File: config.mk
export PLATFORM = sky130hd
export DESIGN_NAME = fr_div_step
export DESIGN_NICKNAME = d
export VERILOG_FILES = /design/src/sv/fr_pkg.sv /design/src/sv/fr_div_step.sv
export SDC_FILE = /design/constraint.sdc
export NUM_CORES = 1
export LEC_CHECK = 0
export BUFFER_PORTS_ARGS = -buffer_cell sky130_fd_sc_hd__buf_2
export CAP_MARGIN = 0
export CORE_UTILIZATION = 40
export DETAILED_ROUTE_END_ITERATION = 12
export PLACE_DENSITY_LB_ADDON = 0.25
export SLEW_MARGIN = 20
export SYNTH_ARGS = -nofsm -noshare
export SYNTH_HDL_FRONTEND = slang
export SYNTH_SLANG_ARGS = --single-unit
File: constraint.sdc
create_clock -name vclk -period 35.5
set_input_delay 7.1 -clock vclk [all_inputs]
set_output_delay 7.1 -clock vclk [all_outputs]
set_load 0.01 [all_outputs]
File: src/sv/fr_pkg.sv
package fr_pkg;

    // vector fraction bits of the direction and normal components
    localparam int VEC_FRAC_BITS = 14;

    // cosine conversion from the dot product scale to Q.30
    localparam int DOT_SHIFT = 2 * VEC_FRAC_BITS - 30;
    localparam int DOT_SH_R  = (DOT_SHIFT >= 0) ? DOT_SHIFT : 0;
    localparam int DOT_SH_L  = (DOT_SHIFT < 0) ? -DOT_SHIFT : 0;
    localparam logic [63:0] ONE_DOT = 64'd1 << (2 * VEC_FRAC_BITS);

    localparam logic [63:0] ONE_Q30  = 64'd1 << 30;
    localparam logic [31:0] ONE_Q31  = 32'h8000_0000;
    localparam logic [15:0] REFL_ONE = 16'd32768;
    localparam logic [15:0] CFG_RESET_INDEX = 16'd4096;

    // iterative units, steps done per pipeline stage
    localparam int SQRT_STEPS  = 4;
    localparam int SQRT_STAGES = 32 / SQRT_STEPS;
    localparam int DIV_STEPS   = 4;
    localparam int DIV_STAGES  = 32 / DIV_STEPS;

    // pipeline stage map
    localparam int ST_PROD    = 0;
    localparam int ST_DOT     = ST_PROD + 1;
    localparam int ST_COS     = ST_DOT + 1;
    localparam int ST_CSQ     = ST_COS + 1;
    localparam int ST_SQ1     = ST_CSQ + 1;
    localparam int ST_SNELL   = ST_SQ1 + SQRT_STAGES + 1;
    localparam int ST_TIR     = ST_SNELL + 1;
    localparam int ST_TSQ     = ST_TIR + DIV_STAGES + 1;
    localparam int ST_SQ2     = ST_TSQ + 1;
    localparam int ST_MUL     = ST_SQ2 + SQRT_STAGES + 1;
    localparam int ST_SUM     = ST_MUL + 1;
    localparam int ST_NORM    = ST_SUM + 1;
    localparam int ST_RINIT   = ST_NORM + 1;
    localparam int ST_RSQ     = ST_RINIT + DIV_STAGES + 1;
    localparam int ST_OUT     = ST_RSQ + 1;
    localparam int NUM_STAGES = ST_OUT + 1;

    typedef struct packed {
        logic [63:0] rad;
        logic [34:0] rem;
        logic [31:0] root;
    } sq_t;

    typedef struct packed {
        logic [31:0] rem;
        logic [31:0] feed;
        logic [31:0] quo;
        logic [31:0] den;
    } dv_t;

    typedef struct packed {
        logic [15:0]        etai;
        logic [15:0]        etat;
        logic signed [31:0] p0;
        logic signed [31:0] p1;
        logic signed [31:0] p2;
        logic signed [33:0] dot;
        logic [30:0]        ci;
        logic [61:0]        sqr;
        sq_t                sq;
        logic [47:0]        ma;
        logic [47:0]        mb;
        logic [47:0]        mc;
        logic [47:0]        md;
        logic               tir;
        dv_t                dv_s;
        dv_t                dv_p;
        logic [47:0]        ns;
        logic [47:0]        ds;
        logic [47:0]        np;
        logic [47:0]        dp;
        logic [31:0]        ns_n;
        logic [31:0]        ds_n;
        logic [31:0]        np_n;
        logic [31:0]        dp_n;
        logic               zs;
        logic               zp;
        logic [63:0]        rs2;
        logic [63:0]        rp2;
        logic [15:0]        refl;
    } ctx_t;

endpackage

File: src/sv/fr_div_step.sv
module fr_div_step
    import fr_pkg::*;
(
    input  dv_t dv_in,
    output dv_t dv_out
);

    always_comb
    begin
        dv_t         d;
        logic [32:0] t;
        d = dv_in;
        for (int i = 0; i < DIV_STEPS; i++)
        begin
            t      = {d.rem, d.feed[31]};
            d.feed = {d.feed[30:0], 1'b0};
            if (t >= {1'b0, d.den})
            begin
                d.rem = 32'(t - {1'b0, d.den});
                d.quo = {d.quo[30:0], 1'b1};
            end
            else
            begin
                d.rem = t[31:0];
                d.quo = {d.quo[30:0], 1'b0};
            end
        end
        dv_out = d;
    end

endmodule

# Yosys cells after proc, flatten, opt, wreduce, memory -nomap -nowiden

Index checks and enable logic that the tools add are counted.

Add/subtract/negate cells: 4
Order comparisons: 4
Muxes and demuxes: 8

Operators with widths:

| operator       | count |
|---|---|
| $ge 33x32->1   | 4 |
| $mux 32        | 4 |
| $sub 32x32->32 | 4 |
| $mux 1         | 4 |

Bits in registers: 0
Input port bits: 128

# Longest topological paths before layout

Word-level depth: 8
Gate-level depth with buffers: 53
Gate-level depth less buffers: 46

# Least setup slack after synthesis

Ideal clock, no wire load.

Path type: in2out
Start point: input port dv_in[1] (netlist name)
End point: output port dv_out[120] (netlist name)
Arrival: 17.804 ns
Data required time: 28.400 ns
Path slack: 10.596 ns
Cell stages on the path: 50
Cell sequence: inv_1 > ha_1 > nand2b_1 > a211oi_2 > o211ai_1 > a2111oi_2 > o21a_1 > o21ai_2 > inv_2 > buf_2 > buf_2 > mux2_2 > ha_1 > a211oi_1 > o21ai_0 > a221oi_1 > o21ai_1 > a31oi_1 > [... 14 more ...] > a41oi_2 > o2111a_1 > buf_6 > buf_6 > mux2i_1 > ha_1 > nor2b_1 > o21a_1 > o21a_1 > o31a_1 > o221a_2 > o21ai_0 > o41a_1 > o21ai_0 > a211oi_1 > mux2i_4 > buf_12 > mux2_4

RTL lines:

| item               | line             | source |
|---|---|---|
| start: declaration | fr_div_step.sv:4 | `input dv_t dv_in,` |
| end: declaration   | fr_div_step.sv:5 | `output dv_t dv_out` |

==> impl_metrics.json <==
{
  "remaining_drc_errors": 0,
  "place_congestion": 0.927,
  "post_cts_resize_count": 0,
  "post-route-period-util": 0.817,
  "place_ws_ps": 6670,
  "synthXorXnorAreaFrac": 0.105,
  "design.core.area_um2": 22100,
  "row_count": 54,
  "syn_area_um2": 9100,
  "cp.arrival_ps": 21910,
  "synth_cells": 1214,
  "grt_util_met3": 0.0128,
  "grt_pass1_vias": 8211,
  "whs_endpoint": "dv_out[40]",
  "fin_crit_ps": 29010,
  "maxSlewViolCount": 0,
  "critPathSlowestCell": "o21ai_0",
  "multi_input_area_um2": 7920,
  "start_util": 0.412,
  "die-height_um": 153,
  "post_drt_wl_per_cell_um": 18.1,
  "seq_area_um2": 0,
  "antenna_found_initial": 0,
  "status": "complete, no violations",
  "max_stage_delay_ps": 820,
  "avgViaCountPerCell": 5.88,
  "io_pins": 256,
  "grt_usage": 0.226,
  "syn_to_final_growth_pct": 2.06,
  "syn_avg_cell_area_um2": 7.50,
  "drt_iter0_drc": 475,
  "drt-total-wl_um": 27500,
  "synth_compound_area_frac": 0.263,
  "grt_busiest_layer": "met2",
  "synth_cell_types": 78,
  "cp.required_ps": 28400,
  "final-hold-violation-count": 0,
  "grt_max_degree": 33,
  "synth_fa_ha_area_frac": 0.185,
  "setup_viol": 0,
  "cp-end-kind": "output port",
  "hold_depth": 0,
  "overflow": 0,
  "worstMarginPinSlew_ps": 1040,
  "grtUsageMet1": 0.320,
  "holdCritStartpoint": "dv_in[36]",
  "crit_type": "in2out",
  "fillers": 2331,
  "ys_seq_area_frac": 0,
  "yosys.area_share.simple": 0.157,
  "clkbuf_count": 0,
  "diodes": 0,
  "setup_tns_ps": 0,
  "nets": 1498,
  "fmax_ghz": 0.0345,
  "dr.pass1.iters": 6,
  "grt.met2_usage": 0.375,
  "rsz0062_at_grt": "no",
  "cts_hold_buf": 0,
  "die_width_um": 153,
  "grt_pass1_wl_um": 42900,
  "drive_gt1_frac": 0.211,
  "setup_slack_ps": 6490,
  "synth_top_family_by_area": "compound AO/OA/AOI/OAI gates",
  "port_buffers": 136,
  "hpwl_um": 23100,
  "seq_cell_count": 0,
  "yosys_warnings": 0,
  "dieArea_um2": 23400,
  "max_cap_violations": 0,
  "startpoint_type": "input pin",
  "critical_path.max_fanout": 32,
  "drtAntennaViolNets": 0,
  "relSlewSlack": 0.302,
  "post-cts-setup-buffers": 0,
  "worstHoldPathType": "in2out",
  "vias": 8907,
  "synth_mux_area_frac": 0.158
}
[cells by family (layout without fill, tap and decap cells)]
group                      count (synthesis)  in the layout
AOI/OAI and AO/OA                        363            363
other                                      1              4
and+or+nand+nor                          292            292
adders and majority gates                132            132
muxes                                    112            112
buffers and inverters                    205            224
xor gates and xnor gates                 109            109
[area by class of cell]
type               count  area share
multi-input cells   1012       0.852
repair buffers       140      0.0765
well taps            280      0.0377
inverters             84      0.0339
[synthesized netlist by cell type, types with 10 or more instances]
master,n,share of area
o21ai_0,69,0.038
nor2b_1,13,0.0089
nor3_1,25,0.014
nand2b_1,17,0.012
nand3_1,30,0.016
mux2_2,42,0.052
a31oi_1,13,0.0089
inv_1,83,0.034
clkbuf_1,16,0.0066
o21bai_1,16,0.013
nor2_1,66,0.027
mux2_4,50,0.082
o211ai_1,12,0.0099
a21o_1,37,0.031
buf_4,92,0.076
nand2_1,76,0.031
nand4_1,22,0.015
a211oi_1,10,0.0082
a21oi_1,117,0.064
xnor2_1,75,0.072
ha_1,128,0.18
o21a_1,20,0.016
xor2_1,34,0.033
mux2i_1,18,0.020
[stage by stage]
stage | std cells | instance area, µm² | utilization | hold WS (ps)
3_3_place_gp | 1516 | 9290 | 0.421 | 14200
2_1_floorplan | 1217 | 9110 | - | 14290
6_report | 1516 | 9290 | 0.421 | 14200
4_1_cts | 1516 | 9290 | 0.421 | 14200
5_1_grt | 1516 | 9290 | 0.421 | 14200
3_5_place_dp | 1516 | 9290 | 0.421 | 14200
[per-layer routing]
layer | share of wire | wire length (µm)
met3 | 0.050 | 1380
met2 | 0.44 | 12100
met4 | 0.021 | 580
met5 | 0 | 0
met1 | 0.49 | 13400
[critical path, delay by kind of cell]
family	cells	cell delay [ps]
muxes	5	1790
and+or+nand+nor	7	1650
AOI/OAI and AO/OA	25	7370
adders and majority gates	4	1280
buffers and inverters	9	2620
[how the worst max path moves through the flow]
stage,slack [ps],cells after the start,from,endpoint
2_1_floorplan,10600,50,dv_in[1],dv_out[120]
3_3_place_gp,6700,50,dv_in[1],dv_out[111]
3_5_place_dp,6670,50,dv_in[1],dv_out[110]
4_1_cts,6610,50,dv_in[1],dv_out[110]
5_1_grt,5870,50,dv_in[1],dv_out[110]
6_report,6490,50,dv_in[1],dv_out[109]
[cell usage in the layout (no fill, tap or decap), types with 18 or more instances in the layout]
master,count
a21o_1,37
a21oi_1,117
buf_2,136
ha_1,128
inv_1,83
mux2_2,42
mux2_4,50
mux2i_1,18
nand2_1,76
nand3_1,30
nand4_1,22
nor2_1,66
nor3_1,25
o21a_1,20
o21ai_0,69
xnor2_1,75
xor2_1,34
Power is not shown: default switching activity piles up to over one toggle a cycle in this logic, so the estimate is an artifact.
