`config.mk`:
```
export PLATFORM = sky130hd
export DESIGN_NAME = fr_norm
export DESIGN_NICKNAME = d
export VERILOG_FILES = /design/src/sv/fr_pkg.sv /design/src/sv/fr_norm.sv
export SDC_FILE = /design/constraint.sdc
export NUM_CORES = 1
export LEC_CHECK = 0
export BUFFER_PORTS_ARGS = -buffer_cell sky130_fd_sc_hd__buf_2
export CORE_MARGIN = 5
export CORE_UTILIZATION = 39
export DETAILED_ROUTE_END_ITERATION = 8
export GPL_TIMING_DRIVEN = 0
export PLACE_DENSITY = 0.62
export SLEW_MARGIN = 20
export SYNTH_ARGS = -nofsm -noshare
export SYNTH_HDL_FRONTEND = slang
export SYNTH_SLANG_ARGS = --single-unit
```
`constraint.sdc`:
```
create_clock -name vclk -period 9.3
set_clock_uncertainty 0.1 [all_clocks]
set_input_delay 1.395 -clock vclk [all_inputs]
set_output_delay 1.395 -clock vclk [all_outputs]
set_load 0.01 [all_outputs]
```
`src/sv/fr_pkg.sv`:
```
package fr_pkg;

    // vector fraction bits of the direction and normal components
    localparam int VEC_FRAC_BITS = 14;

    // cosine conversion from the dot product scale to Q.30
    localparam int DOT_SHIFT = 2 * VEC_FRAC_BITS - 30;
    localparam int DOT_SH_R  = (DOT_SHIFT >= 0) ? DOT_SHIFT : 0;
    localparam int DOT_SH_L  = (DOT_SHIFT < 0) ? -DOT_SHIFT : 0;
    localparam logic [63:0] ONE_DOT = 64'd1 << (2 * VEC_FRAC_BITS);

    localparam logic [63:0] ONE_Q30  = 64'd1 << 30;
    localparam logic [31:0] ONE_Q31  = 32'h8000_0000;
    localparam logic [15:0] REFL_ONE = 16'd32768;
    localparam logic [15:0] CFG_RESET_INDEX = 16'd4096;

    // iterative units, steps done per pipeline stage
    localparam int SQRT_STEPS  = 4;
    localparam int SQRT_STAGES = 32 / SQRT_STEPS;
    localparam int DIV_STEPS   = 4;
    localparam int DIV_STAGES  = 32 / DIV_STEPS;

    // pipeline stage map
    localparam int ST_PROD    = 0;
    localparam int ST_DOT     = ST_PROD + 1;
    localparam int ST_COS     = ST_DOT + 1;
    localparam int ST_CSQ     = ST_COS + 1;
    localparam int ST_SQ1     = ST_CSQ + 1;
    localparam int ST_SNELL   = ST_SQ1 + SQRT_STAGES + 1;
    localparam int ST_TIR     = ST_SNELL + 1;
    localparam int ST_TSQ     = ST_TIR + DIV_STAGES + 1;
    localparam int ST_SQ2     = ST_TSQ + 1;
    localparam int ST_MUL     = ST_SQ2 + SQRT_STAGES + 1;
    localparam int ST_SUM     = ST_MUL + 1;
    localparam int ST_NORM    = ST_SUM + 1;
    localparam int ST_RINIT   = ST_NORM + 1;
    localparam int ST_RSQ     = ST_RINIT + DIV_STAGES + 1;
    localparam int ST_OUT     = ST_RSQ + 1;
    localparam int NUM_STAGES = ST_OUT + 1;

    typedef struct packed {
        logic [63:0] rad;
        logic [34:0] rem;
        logic [31:0] root;
    } sq_t;

    typedef struct packed {
        logic [31:0] rem;
        logic [31:0] feed;
        logic [31:0] quo;
        logic [31:0] den;
    } dv_t;

    typedef struct packed {
        logic [15:0]        etai;
        logic [15:0]        etat;
        logic signed [31:0] p0;
        logic signed [31:0] p1;
        logic signed [31:0] p2;
        logic signed [33:0] dot;
        logic [30:0]        ci;
        logic [61:0]        sqr;
        sq_t                sq;
        logic [47:0]        ma;
        logic [47:0]        mb;
        logic [47:0]        mc;
        logic [47:0]        md;
        logic               tir;
        dv_t                dv_s;
        dv_t                dv_p;
        logic [47:0]        ns;
        logic [47:0]        ds;
        logic [47:0]        np;
        logic [47:0]        dp;
        logic [31:0]        ns_n;
        logic [31:0]        ds_n;
        logic [31:0]        np_n;
        logic [31:0]        dp_n;
        logic               zs;
        logic               zp;
        logic [63:0]        rs2;
        logic [63:0]        rp2;
        logic [15:0]        refl;
    } ctx_t;

endpackage

```
`src/sv/fr_norm.sv`:
```
module fr_norm
    import fr_pkg::*;
(
    input  logic [47:0] num_in,
    input  logic [47:0] den_in,
    output logic [31:0] num_out,
    output logic [31:0] den_out
);

    logic [4:0]  sh;
    logic [47:0] num_sh;
    logic [47:0] den_sh;

    // shift so the denominator fits in 32 bits
    always_comb
    begin
        sh = 5'd0;
        for (int i = 0; i < 16; i++)
        begin
            if (den_in[32 + i])
            begin
                sh = 5'(i + 1);
            end
        end
    end

    assign num_sh  = num_in >> sh;
    assign den_sh  = den_in >> sh;
    assign num_out = num_sh[31:0];
    assign den_out = den_sh[31:0];

endmodule

```
## After elaboration in Yosys (flattened, before gate mapping)

Cells that the tools add are included.

- Latch bits: 0
- Memories: 0
- Bits in writable memories: 0
- Bits in registers: 0
- ROM bits: 0

- Multipliers: 0
- Shifts and indexed selects: 2
- Mux-type cells: 16
- Bitwise operators: 0
- Equality and inequality tests: 0
- Add/sub/neg operators: 0
- Reduce and logical (&&, ||, !) cells: 0
- Div/mod/pow operators: 0
- Order comparisons: 0

Operators with widths:

| kind | number |
|---|---|
| 48-bit by 5-bit right shift with 32-bit output | 2 |
| 5-bit two-way mux | 15 |
| 1-bit two-way mux | 1 |

## Depth between registers and ports, before layout

- Depth in word-level cells: 17
- Gate-level depth with buffers: 11
- Gate-level depth less buffers: 7

## Worst setup path before layout

OpenSTA, ideal clock, no wires.

- Kind: in2out
- Start: in den_in[42]
- End: out den_out[8]
- Data required time: 7805 ps
- Arrival time: 3659 ps
- Path slack: 4146 ps
- Cell stages on the path: 10
- Cell sequence: buf_6 or2_1 o211a_1 a21o_1 buf_6 buf_6 mux2i_1 mux4_2 and2_1 a221oi_1

- Longest elaborated chain between the ends: 7

RTL lines:

| element | line | source |
|---|---|---|
| start: declaration | fr_norm.sv:5 | `input logic [47:0] den_in,` |
| 5-bit two-way mux (6 in a row) | fr_norm.sv:20 | `if (den_in[32 + i])` |
| 48-bit by 5-bit right shift with 32-bit output * | fr_norm.sv:28 | `assign den_sh = den_in >> sh;` |
| end: declaration | fr_norm.sv:7 | `output logic [31:0] den_out` |

Mark *: on every way between the ends. The rest lies on a longest branch, timed or not.

## Final worst setup path

- Start: in den_in[45]
- End: out den_out[10]

- Longest elaborated chain between the ends: 4

RTL lines:

| element | line |
|---|---|
| 5-bit two-way mux (3 in a row) | fr_norm.sv:20 |
| 48-bit by 5-bit right shift with 32-bit output * | fr_norm.sv:28 |

Marked as above.

==> out/qor.csv <==
stage,metric,value,unit
power_and_ir_drop,Pwr Total,0.4303,mW
worst_setup_path,Critical Path Source Type,input port,
routing,WL/cell,31.34,microns
yosys,Post-Synth Simple-Gate Area,0.1184,
final_layout,area delta synth->final,20.37,%
worst_hold_path,HP Start,num_in[45],
yosys,register area share after synthesis,0,
final_layout,most frequent cells in the layout,"180 x buf_2, 115 x mux2i_1, 80 x a211oi_1, 48 x a21oi_1",
yosys,Syn Inst Count,632,
power_and_ir_drop,Power Dens Cells,75.87,nW/um^2
die,overall die width,119.9,microns
worst_setup_path,kind of critical path,in -> out,
timing,final hold violation count,0,
final_layout,final net count,885,
placement,hpwl dp,22230,microns
placement,port buffer count,155,
yosys,largest family of logic cells by synthesized area,compound AO/OA/AOI/OAI gates,
final_layout,CLK BUF,0,
worst_setup_path,CP Max Fanout,10,
clocking,# resized after CTS,0,
worst_setup_path,WP data required,7.81,ns
yosys,post-synthesis mux area share,0.3245,
grt,global route overflow,0,
placement,Final GP Congestion,1.027,
power_and_ir_drop,P_int,0.1582,mW
die,Core Rows,40,
grt,number of global-route vias before repair,6720,
final_layout,Inserted Diodes,0,
final_layout,register area,0,sq um
grt,first-pass GRT wire length,42170,microns
grt,initial antenna violation count,0,
grt,GRT Total Usage,0.3812,
final_layout,seq_cells,0,
worst_setup_path,crit path DAT,5.14,ns
worst_setup_path,crit path from,den_in[45],
routing,DR pass1 iterations,9,
timing,RSZ-0062 raised after global routing,no,
routing,via count,6770,
die,Initial Utilization,0.3956,
final_layout,share of cells above drive strength 1,0.3011,
routing,final wirelength,29270,microns
power_and_ir_drop,sequential power share,0,
power_and_ir_drop,Leakage,2.590,nW
yosys,mean post-synth cell area,7.456,sq um
die,full die area,14380,sq um
routing,DR vias/cell,7.248,
yosys,XOR/XNOR Fraction of Synth Area,0,
yosys,Synth cell types,65,
die,Die Y,119.9,microns
power_and_ir_drop,VDD IR-drop max,0.00002735,V
power_and_ir_drop,clock power share,0,
yosys,cell area after synthesis,4712,sq um
clocking,post-CTS setup buffers,0,
die,core area,11910,sq um
timing,Worst slew margin,0.3410,
worst_setup_path,Crit. End Element,primary output,
power_and_ir_drop,net switching power,0.2721,mW
worst_setup_path,Critical Path End,den_out[10],
routing,drt initial violations,970,
clocking,Hold Buf Count CTS,0,
flow_run,max-cap viol count,0,
power_and_ir_drop,switching share of power,0.6323,
worst_hold_path,Hold WC Path Type,in -> out,
grt,largest net degree at the start of global routing,11,
yosys,Post-Syn Nets,728,
timing,Slew @ Worst Pin,0.9795,ns
yosys,Synth Area in Adders,0,
timing,final setup fails,0,
timing,fin crit period,6.637,ns
routing,Detail Route Antenna Nets,0,
timing,Max Fclk,0.1507,GHz
power_and_ir_drop,Logic pwr share,1.000,
timing,max-slew violation count,0,
final_layout,"commonest non-fill, non-tap cell in the layout",buf_2,
yosys,Syn. warnings,0,
routing,DRC viols,0,
timing,setup TNS,0,ns
timing,Final period util,0.7137,
yosys,Compound-Gate Fraction of Synth Area,0.4357,
run_status,status,completed,
die,I/O pins,160,
## power by group through the flow
stage	logic (mW)	clock network, mW	registers (mW)
6_report	0.430	0	0
5_1_grt	0.448	0	0
4_1_cts	0.414	0	0
3_5_place_dp	0.412	0	0
3_3_place_gp	0.413	0	0
2_1_floorplan	0.256	0	0
## metrics by stage
stage                 util  cells  hold slack (ns)  cell area [sq um]  worst slack [ns]
floorplan                -    632            2.799               4712             4.146
global placement    0.4762    934            3.026               5672             2.882
detailed placement  0.4762    934            3.046               5672             2.881
CTS                 0.4762    934            3.044               5672             2.875
global route        0.4762    934            3.077               5672             2.563
finish              0.4762    934            3.045               5672             2.663
## cell usage after synthesis (all sizes together) (9+ instances only)
master | n | area [sq um]
nor2 | 30 | 112.6
nor3 | 12 | 60.06
o21ai | 9 | 48.79
a221oi | 46 | 440.4
a22oi | 12 | 90.09
buf | 43 | 297.8
a222oi | 11 | 110.1
a21oi | 48 | 240.2
inv | 46 | 172.7
nand2 | 46 | 172.7
clkbuf | 26 | 97.59
and2 | 13 | 83.83
mux2i | 116 | 1165
mux4 | 15 | 341.6
a211oi | 82 | 625.6
## how the worst min path moves through the flow
stage	end	slack, ns	cells past startpoint
2_1_floorplan	num_out[29]	2.80	2
3_5_place_dp	num_out[29]	3.05	4
3_3_place_gp	num_out[29]	3.03	4
5_1_grt	num_out[29]	3.08	4
6_report	num_out[29]	3.05	4
4_1_cts	num_out[29]	3.04	4
## cell type report
type / count / area (sq um)
inverter: 47 / 176.4
fill: 1274 / 6240
multi-input combinational: 516 / 4140
timing repair buffer: 155 / 775.7
tap: 147 / 183.9
buffer: 69 / 395.4
## routing by layer
layer  vias to the layer above  track usage  part of all wire
li1                       2861            -                 -
met5                         -            0                 0
met3                       124      0.06880              0.11
met4                         0       0.2169             0.068
met2                       569       0.5862              0.43
met1                      3216       0.4989              0.40
## critical path: stages
cell	delay (ns)
buf_2	0.10
clkbuf_1	0.19
nor4_1	0.78
o21ai_2	0.35
nand2_1	0.42
buf_2	0.43
buf_2	0.36
buf_2	0.36
a211oi_1	0.13
a221oi_1	0.40
buf_2	0.22
## cell families after synthesis
kind of cell / count (synthesis)
multiplexers: 133
AO/OA/AOI/OAI: 262
AND/OR/NAND/NOR: 121
buffers and inverters: 116
Power figures use the tool's default switching activity.
